## src/rtl/fdq_pkg.sv

```systemverilog
// ----------------------------------------------------------------------------
// fdq_pkg: shared types and constants of the decimating Q15 filter
// Sample and accumulator types, filter geometry and the folded coefficient set.
// ----------------------------------------------------------------------------
`default_nettype none

package fdq_pkg;

  localparam int SMP_W      = 16;
  localparam int TAP_COUNT  = 15;
  localparam int HIST_LEN   = TAP_COUNT - 1;
  localparam int PAIR_COUNT = (TAP_COUNT + 1) / 2;
  localparam int SUM_N      = PAIR_COUNT / 2;
  localparam int PRE_W      = SMP_W + 1;
  localparam int ACC_W      = 32;
  localparam int Q_SHIFT    = 15;

  typedef logic signed [SMP_W-1:0] smp_t;
  typedef logic signed [PRE_W-1:0] pre_t;
  typedef logic signed [ACC_W-1:0] acc_t;

  typedef smp_t hist_t [HIST_LEN];
  typedef pre_t pre_arr_t [PAIR_COUNT];
  typedef acc_t acc_arr_t [PAIR_COUNT];

  // One coefficient for each mirrored pair; the last entry is the centre tap.
  localparam acc_t COEF_PAIR [PAIR_COUNT] = '{
    -32'sd30, 32'sd197, 32'sd310, -32'sd781,
    -32'sd1885, 32'sd1587, 32'sd9777, 32'sd14418
  };

  localparam acc_t Q_MAX = 32'sd32767;
  localparam acc_t Q_MIN = -32'sd32768;

  // Item handed from the history line to the arithmetic pipeline.
  typedef struct packed {
    logic load;
    logic dec;
    smp_t sample;
  } item_t;

endpackage

`default_nettype wire

```

## src/rtl/fdq_if.sv

```systemverilog
// ----------------------------------------------------------------------------
// fdq_if: stream channels of the decimating Q15 filter
// Valid/ready channels for input samples and for filtered results.
// ----------------------------------------------------------------------------
`default_nettype none

interface fdq_in_if;
  logic          valid;
  logic          ready;
  fdq_pkg::smp_t sample;
  logic          frame_start;

  modport source (output valid, output sample, output frame_start, input ready);
  modport sink   (input valid, input sample, input frame_start, output ready);
endinterface

interface fdq_out_if;
  logic          valid;
  logic          ready;
  fdq_pkg::smp_t out_sample;

  modport source (output valid, output out_sample, input ready);
  modport sink   (input valid, input out_sample, output ready);
endinterface

`default_nettype wire

```

## src/rtl/fir_decimate_by_two_q15.sv

```systemverilog
// ----------------------------------------------------------------------------
// fir_decimate_by_two_q15: decimate-by-two 15-tap Q15 low-pass front end
// Filters and halves the sample rate of a PCM stream, or passes it unchanged.
// ----------------------------------------------------------------------------
//  Channel  Dir  Payload                        Transfer
//  in_chan  in   sample[15:0], frame_start      valid & ready
//  out_chan out  out_sample[15:0]               valid & ready
//  cfg_*    in   cfg_wr_data (decimate_enable)  cfg_wr_en
//
//  One sample is taken in every cycle while the pipeline has room.
//  A result is presented once its sample has passed the pre-add, constant
//  multiply and pair-sum registers and then the final sum and saturation
//  into the result register. Each stage stalls only when the stage after
//  it is full. Reset clears the history line, the phase and the mode to bypass.
// ----------------------------------------------------------------------------
`default_nettype none

module fir_decimate_by_two_q15 (
  input  wire logic   clk,
  input  wire logic   rst_n,
  fdq_in_if.sink      in_chan,
  fdq_out_if.source   out_chan,
  input  wire logic   cfg_wr_en,
  input  wire logic   cfg_wr_data
);

  logic           decimate_enable_r;
  logic           in_ready;
  logic           accept;
  fdq_pkg::hist_t hist;
  fdq_pkg::item_t item;

  always_ff @(posedge clk) begin
    if (!rst_n) begin
      decimate_enable_r <= 1'b0;
    end else if (cfg_wr_en) begin
      decimate_enable_r <= cfg_wr_data;
    end
  end

  assign in_chan.ready = in_ready;
  assign accept        = in_chan.valid && in_ready;

  fdq_hist u_hist (
    .clk             (clk),
    .rst_n           (rst_n),
    .decimate_enable (decimate_enable_r),
    .accept          (accept),
    .sample          (in_chan.sample),
    .frame_start     (in_chan.frame_start),
    .hist            (hist),
    .item            (item)
  );

  fdq_fir u_fir (
    .clk        (clk),
    .rst_n      (rst_n),
    .item       (item),
    .hist       (hist),
    .in_ready   (in_ready),
    .out_valid  (out_chan.valid),
    .out_ready  (out_chan.ready),
    .out_sample (out_chan.out_sample)
  );

endmodule

`default_nettype wire

```

## src/rtl/fdq_hist.sv

```systemverilog
// ----------------------------------------------------------------------------
// fdq_hist: sample history line and output phase tracking
// Holds the 14 most recent decimate-mode samples and decides which accepted
// samples produce a result.
// ----------------------------------------------------------------------------
`default_nettype none

module fdq_hist (
  input  wire logic           clk,
  input  wire logic           rst_n,
  input  wire logic           decimate_enable,
  input  wire logic           accept,
  input  wire fdq_pkg::smp_t  sample,
  input  wire logic           frame_start,
  output fdq_pkg::hist_t      hist,
  output fdq_pkg::item_t      item
);

  fdq_pkg::hist_t hist_r;
  logic           phase_odd_r;
  logic           even;

  assign even = frame_start || !phase_odd_r;
  assign hist = hist_r;

  always_comb begin
    item.load   = accept && (!decimate_enable || even);
    item.dec    = decimate_enable;
    item.sample = sample;
  end

  always_ff @(posedge clk) begin
    if (!rst_n) begin
      phase_odd_r <= 1'b0;
      for (int i = 0; i < fdq_pkg::HIST_LEN; i++) begin
        hist_r[i] <= '0;
      end
    end else if (accept) begin
      phase_odd_r <= even;
      // The history only moves in decimate mode; bypass leaves it as it is.
      if (decimate_enable) begin
        for (int i = 0; i < fdq_pkg::HIST_LEN - 1; i++) begin
          hist_r[i] <= hist_r[i+1];
        end
        hist_r[fdq_pkg::HIST_LEN-1] <= sample;
      end
    end
  end

`ifndef SYNTHESIS
  a_odd_dropped: assert property (@(posedge clk) disable iff (!rst_n)
    accept && decimate_enable && !frame_start && phase_odd_r |-> !item.load)
    else $error("odd-position sample produced a result");

  a_frame_restart: assert property (@(posedge clk) disable iff (!rst_n)
    accept && frame_start |=> phase_odd_r)
    else $error("frame start did not restart the phase");

  a_phase_hold: assert property (@(posedge clk) disable iff (!rst_n)
    !accept |=> phase_odd_r == $past(phase_odd_r))
    else $error("phase moved without a transfer");
`endif

endmodule

`default_nettype wire

```

## src/rtl/fdq_fir.sv

```systemverilog
// ----------------------------------------------------------------------------
// fdq_fir: folded symmetric FIR pipeline with result register
// Pre-adds mirrored taps, multiplies by constants, sums, shifts by 15 and
// saturates. Each stage stalls only when the stage after it is full.
// ----------------------------------------------------------------------------
`default_nettype none

module fdq_fir (
  input  wire logic           clk,
  input  wire logic           rst_n,
  input  wire fdq_pkg::item_t item,
  input  wire fdq_pkg::hist_t hist,
  output logic                in_ready,
  output logic                out_valid,
  input  wire logic           out_ready,
  output fdq_pkg::smp_t       out_sample
);

  // Stage 1: pre-added pairs.
  logic              v1_r, dec1_r;
  fdq_pkg::smp_t     smp1_r;
  fdq_pkg::pre_arr_t pre1_r, pre1_nxt;
  // Stage 2: products.
  logic              v2_r, dec2_r;
  fdq_pkg::smp_t     smp2_r;
  fdq_pkg::acc_arr_t prod2_r, prod2_nxt;
  // Stage 3: partial sums of product pairs.
  logic              v3_r, dec3_r;
  fdq_pkg::smp_t     smp3_r;
  fdq_pkg::acc_t     sum3_r [fdq_pkg::SUM_N];
  fdq_pkg::acc_t     sum3_nxt [fdq_pkg::SUM_N];
  // Result register.
  logic              out_valid_r;
  fdq_pkg::smp_t     out_sample_r, out_sample_nxt;

  logic rdy1, rdy2, rdy3, rdy_out;
  fdq_pkg::acc_t total, q;

  assign rdy_out  = !out_valid_r || out_ready;
  assign rdy3     = !v3_r || rdy_out;
  assign rdy2     = !v2_r || rdy3;
  assign rdy1     = !v1_r || rdy2;
  assign in_ready = rdy1;

  // The newest sample takes the window slot just after the history.
  always_comb begin
    pre1_nxt[0] = fdq_pkg::pre_t'(hist[0]) + fdq_pkg::pre_t'(item.sample);
    for (int i = 1; i < fdq_pkg::PAIR_COUNT - 1; i++) begin
      pre1_nxt[i] = fdq_pkg::pre_t'(hist[i])
                  + fdq_pkg::pre_t'(hist[fdq_pkg::HIST_LEN-i]);
    end
    pre1_nxt[fdq_pkg::PAIR_COUNT-1] = fdq_pkg::pre_t'(hist[fdq_pkg::PAIR_COUNT-1]);
  end

  always_comb begin
    for (int i = 0; i < fdq_pkg::PAIR_COUNT; i++) begin
      prod2_nxt[i] = fdq_pkg::acc_t'(pre1_r[i]) * fdq_pkg::COEF_PAIR[i];
    end
  end

  always_comb begin
    for (int i = 0; i < fdq_pkg::SUM_N; i++) begin
      sum3_nxt[i] = prod2_r[2*i] + prod2_r[2*i+1];
    end
  end

  // The arithmetic shift rounds toward minus infinity.
  always_comb begin
    total = '0;
    for (int i = 0; i < fdq_pkg::SUM_N; i++) begin
      total = total + sum3_r[i];
    end
    q = total >>> fdq_pkg::Q_SHIFT;
    if (!dec3_r) begin
      out_sample_nxt = smp3_r;
    end else if (q > fdq_pkg::Q_MAX) begin
      out_sample_nxt = fdq_pkg::smp_t'(fdq_pkg::Q_MAX);
    end else if (q < fdq_pkg::Q_MIN) begin
      out_sample_nxt = fdq_pkg::smp_t'(fdq_pkg::Q_MIN);
    end else begin
      out_sample_nxt = q[fdq_pkg::SMP_W-1:0];
    end
  end

  always_ff @(posedge clk) begin
    if (!rst_n) begin
      v1_r        <= 1'b0;
      v2_r        <= 1'b0;
      v3_r        <= 1'b0;
      out_valid_r <= 1'b0;
    end else begin
      if (rdy1) begin
        v1_r <= item.load;
      end
      if (rdy2) begin
        v2_r <= v1_r;
      end
      if (rdy3) begin
        v3_r <= v2_r;
      end
      if (rdy_out) begin
        out_valid_r <= v3_r;
      end
    end
  end

  always_ff @(posedge clk) begin
    if (rdy1) begin
      dec1_r <= item.dec;
      smp1_r <= item.sample;
      pre1_r <= pre1_nxt;
    end
    if (rdy2) begin
      dec2_r  <= dec1_r;
      smp2_r  <= smp1_r;
      prod2_r <= prod2_nxt;
    end
    if (rdy3) begin
      dec3_r <= dec2_r;
      smp3_r <= smp2_r;
      sum3_r <= sum3_nxt;
    end
    if (rdy_out) begin
      out_sample_r <= out_sample_nxt;
    end
  end

  assign out_valid  = out_valid_r;
  assign out_sample = out_sample_r;

`ifndef SYNTHESIS
  a_stage3_hold: assert property (@(posedge clk) disable iff (!rst_n)
    v3_r && !rdy_out |=> v3_r)
    else $error("last stage lost an item while the result was stalled");

  a_bypass_value: assert property (@(posedge clk) disable iff (!rst_n)
    v3_r && rdy_out && !dec3_r |=> out_sample_r == $past(smp3_r))
    else $error("bypass sample altered");

  a_sat_high: assert property (@(posedge clk) disable iff (!rst_n)
    v3_r && rdy_out && dec3_r && q > fdq_pkg::Q_MAX
      |=> out_sample_r == fdq_pkg::smp_t'(fdq_pkg::Q_MAX))
    else $error("positive overflow not saturated");
`endif

endmodule

`default_nettype wire
```

## src/flat_wrapper.sv

```systemverilog
// flat-port wrapper written by rule: the top's interface ports become plain ports
module fir_decimate_by_two_q15_flat 
  (clk, rst_n, cfg_wr_en, cfg_wr_data, in_chan_valid, in_chan_sample, in_chan_frame_start, in_chan_ready, out_chan_valid, out_chan_out_sample, out_chan_ready);
  fdq_in_if in_chan_i ();
  fdq_out_if out_chan_i ();
  input  wire logic clk;
  input  wire logic rst_n;
  input  wire logic cfg_wr_en;
  input  wire logic cfg_wr_data;
  input wire logic [$bits(in_chan_i.valid)-1:0] in_chan_valid;
  input wire logic [$bits(in_chan_i.sample)-1:0] in_chan_sample;
  input wire logic [$bits(in_chan_i.frame_start)-1:0] in_chan_frame_start;
  output wire logic [$bits(in_chan_i.ready)-1:0] in_chan_ready;
  output wire logic [$bits(out_chan_i.valid)-1:0] out_chan_valid;
  output wire logic [$bits(out_chan_i.out_sample)-1:0] out_chan_out_sample;
  input wire logic [$bits(out_chan_i.ready)-1:0] out_chan_ready;
  assign in_chan_i.valid = in_chan_valid;
  assign in_chan_i.sample = in_chan_sample;
  assign in_chan_i.frame_start = in_chan_frame_start;
  assign in_chan_ready = in_chan_i.ready;
  assign out_chan_valid = out_chan_i.valid;
  assign out_chan_out_sample = out_chan_i.out_sample;
  assign out_chan_i.ready = out_chan_ready;
  fir_decimate_by_two_q15 u_core (.clk(clk), .rst_n(rst_n), .in_chan(in_chan_i), .out_chan(out_chan_i), .cfg_wr_en(cfg_wr_en), .cfg_wr_data(cfg_wr_data));
endmodule
```

## config.mk

```make
export PLATFORM = sky130hd
export DESIGN_NAME = fir_decimate_by_two_q15_flat
export DESIGN_NICKNAME = d
export VERILOG_FILES = /design/src/rtl/fdq_pkg.sv /design/src/rtl/fdq_if.sv /design/src/rtl/fir_decimate_by_two_q15.sv /design/src/rtl/fdq_hist.sv /design/src/rtl/fdq_fir.sv /design/src/flat_wrapper.sv
export SDC_FILE = /design/constraint.sdc
export NUM_CORES = 2
export LEC_CHECK = 0
export ABC_CLOCK_PERIOD_IN_PS = 7800
export BUFFER_PORTS_ARGS = -buffer_cell sky130_fd_sc_hd__clkbuf_2
export CELL_PAD_IN_SITES_DETAIL_PLACEMENT = 1
export CELL_PAD_IN_SITES_GLOBAL_PLACEMENT = 1
export CORE_ASPECT_RATIO = 1.75
export CORE_UTILIZATION = 50
export CTS_CLUSTER_DIAMETER = 50
export CTS_CLUSTER_SIZE = 14
export DETAILED_ROUTE_END_ITERATION = 8
export PLACE_DENSITY_LB_ADDON = 0.1
export SYNTH_ARGS = -nofsm -noshare
export SYNTH_HDL_FRONTEND = slang
export SYNTH_HIERARCHICAL = 1
export SYNTH_SLANG_ARGS = --single-unit
```

## constraint.sdc

```tcl
create_clock -name clk -period 7.8 [get_ports clk]
set_input_delay 0.78 -clock clk [delete_from_list [all_inputs] [get_ports clk]]
set_output_delay 0.78 -clock clk [all_outputs]
set_load 0.01 [all_outputs]
```

==> reports/summary.txt <==
Slew Limit Fails - 0
die area - 0.1262 mm^2
Die Height - 469.1 um
GP Congestion - 0.9270
IO Port Bufs - 40
post-synth top area cell - edfxtp_1
CTS Hold Bufs - 0
root cell of the clock tree - clkbuf_16
core area - 0.1239 mm^2
Hold Vio Cnt, Final - 0
total number of vias - 42110
utilization after layout - 54.05%
Initial Util - 50.33%
Pwr Density - 152.5 mW/mm^2
Net Count, Synth - 7224
largest net degree at the start of global routing - 154
yosys warns - 6
Seq cells post-synth - 782
clock tree buffer depth - 3
RSZ-0062 raised after global routing - false
Synth cell types - 83
Min-Delay Path Class - in2reg
worst slew pin tran - 1.196 ns
clock-pin slew of the registers on the worst-case setup and hold paths - 0.07 ns
Avg WL per Cell - 23.86 um
slowest stage delay, CP - 0.71 ns
Fmax - 174.4 MHz
worst rel slew slack - 19.24%
IO Pins - 41
postcts setup bufs - 0
DP Area - 0.06419 mm^2
worst vdd ir - 0.1760 mV
design area - 0.06696 mm^2
asr flop ratio synth - 0%
Worst Path Required - 8.25 ns
Crit path max-delay family - adder cells
slowest CP cell - edfxtp_1
DRT antenna net count - 0
skew final - 0.02868 ns
top cells by area, synth - edfxtp_1 (27%), ha_1 (19%), fa_1 (14%)
final worst-path cycle share - 73.52%
most frequent cell on the critical path - inv_1
Overflow after GRT - 0
initial antenna violation count - 2
first-pass GRT wire length - 275200 um
P&R area growth vs syn - 7.397%
crit end category - register
Max FO, Critical Path - 12
status - complete, no violations
# fillers - 13400
critical path arrival - 6.19 ns
startpoint types - register
Post-Route Setup TNS - 0 ns
worst skew pair latency - 0.71 ns
Critical path buffers and inverters - 4
crit path cell chain - inv_1 -> fa_1 -> inv_1 -> ha_1 -> inv_1 -> fa_1 -> inv_1 -> fa_1 -> ha_1 -> ha_1 -> a21o_1 -> a21oi_1 -> nand2_1 -> o2111ai_1 -> a31oi_1 -> or4_1 -> a31o_2 -> a21oi_1 -> xnor2_1
most common cell after layout, fill and taps aside - inv_1
final setup vio count - 0
clock sinks - 782
Mean Syn Cell Area - 10.68 um^2
cts repair resizes - 0
Mapped Cells - 5836
CTS tree - done
Site Rows - 171
Initial DRT Pass Iterations - 5
Final min period - 5.735 ns
layout cells sized above 1 - 3.867%
post-synth top area share - 26.59%
Max Cap Viol - 0
commonest non-fill, non-tap cells in the layout - inv_1 (1046), ha_1 (926), edfxtp_1 (552), fa_1 (439), nand2_1 (357)
DP HPWL - 150500 um
top_reg_cell synth - edfxtp_1
Vias/cell - 5.545
Die Wd - 268.9 um
drt total wl - 181200 um
leakage - 32.97 nW
total track usage - 29.78%
EDFF count, synth - 552
H-tree depth - 3
Net count, final - 7271
sequential element share of the synthesized area - 33.97%
DRC errors left - 0
CTS Buf Count - 83
Final Non-Filler Cells - 7594
vias in the first global route - 47410
WS Path Type - reg2reg
Mapped Area - 0.06235 mm^2
First DRT Iteration DRCs - 1544
Placed Cells - 7441
report_power, final:
group | leakage (nW) | internal [W] | switching (W)
clock | 1.34 | 0.00222 | 0.00187
combinational | 23.2 | 0.000494 | 0.000893
sequential | 8.41 | 0.00462 | 0.000115
total | 33.0 | 0.00733 | 0.00288
layout make-up:
class | instances | area, um^2 | share of cell area (%)
multi-input combinational | 3914 | 36670 | 54.76
clock buffer | 109 | 2267 | 3.386
inverter | 1048 | 3941 | 5.886
timing repair buffer | 54 | 349.1 | 0.5213
sequential | 782 | 21180 | 31.63
antenna | 3 | 7.507 | 0.01121
clock inverter | 41 | 491.7 | 0.7344
tap | 1643 | 2056 | 3.070
layer usage:
| layer | GRT usage, % | share of wire, % | routed length [um] |
|---|---|---|---|
| met3 | 3.994 | 2.8 | 4992 |
| met1 | 26.17 | 32 | 58130 |
| met5 | 0 | 0.0088 | 16 |
| met2 | 58.49 | 55 | 100400 |
| met4 | 24.62 | 9.7 | 17600 |
cells in the mapped netlist, drive strengths merged, types with 24 or more instances:
| cell | count |
|---|---|
| and3 | 39 |
| nor2b | 53 |
| fa | 439 |
| edfxtp | 552 |
| o21a | 61 |
| or3 | 24 |
| nand2 | 359 |
| nor2 | 239 |
| a21oi | 295 |
| o21ai | 180 |
| nand2b | 52 |
| inv | 1047 |
| nand4 | 33 |
| dfxtp | 230 |
| clkbuf | 39 |
| o21bai | 38 |
| a21o | 101 |
| o22ai | 25 |
| a211oi | 35 |
| buf | 53 |
| mux2i | 215 |
| xor2 | 77 |
| xnor2 | 317 |
| nor3 | 85 |
| nand3 | 73 |
| ha | 926 |
kinds of logic after synthesis:
kind of cell	share of synthesized area, %
adder cells (fa/ha/maj)	32.71
buffers and inverters	7.247
AND/OR/NAND/NOR	7.486
AO/OA/AOI/OAI	9.489
flip-flops	33.97
XOR/XNOR	5.535
multiplexers	3.560
path summary, 6_finish.rpt:
path,from,to,slack (ns),depth (start not counted)
setup reg to reg,u_core/u_fir/pre1_r[33],u_core/u_fir/prod2_r[63],2.07,19
hold reg to reg,u_core/u_fir/smp1_r[12],u_core/u_fir/smp2_r[12],0.42,0
hold / removal,in_chan_sample[13],u_core/u_fir/smp1_r[13],0.35,1
setup / recovery,u_core/u_fir/pre1_r[33],u_core/u_fir/prod2_r[63],2.07,19
worst reg2reg max path: cells and delay by family, from the launching register on:
family | cells | cell delay, ns
AND/OR/NAND/NOR | 2 | 0.54
XOR/XNOR | 1 | 0.08
AO/OA/AOI/OAI | 6 | 1.20
adder cells (fa/ha/maj) | 6 | 2.51
flip-flops | 1 | 0.71
buffers and inverters | 4 | 0.46
sequential cells by signal, summed over array words and instances, names as in the netlist:
register / cells
u_core/u_fir/smp2_r: 16
u_core/u_fir/pre1_r: 135
u_core/u_fir/sum3_r: 128
u_core/u_hist/hist: 224
u_core/u_fir/smp3_r: 16
u_core/u_fir/prod2_r: 222
u_core/u_fir/out_valid: 1
u_core/u_fir/dec3_r: 1
u_core/u_fir/v3_r: 1
u_core/u_fir/v2_r: 1
u_core/u_fir/dec1_r: 1
u_core/u_hist/phase_odd_r: 1
u_core/decimate_enable_r: 1
u_core/u_fir/v1_r: 1
u_core/u_fir/out_sample: 16
u_core/u_fir/smp1_r: 16
u_core/u_fir/dec2_r: 1
through the flow:
step / setup slack, ns / power, W / hold slack, ns
after detailed placement: 2.040 / 0.006208 / 0.4061
after CTS: 2.015 / 0.01033 / 0.2976
after global routing: 1.734 / 0.01061 / 0.3240
after global placement: 2.093 / 0.006186 / 0.4051
after floorplan: 1.521 / 0.005684 / 0.4003
final: 2.065 / 0.01021 / 0.3464
Note: power is estimated with default switching activity, not from simulation.
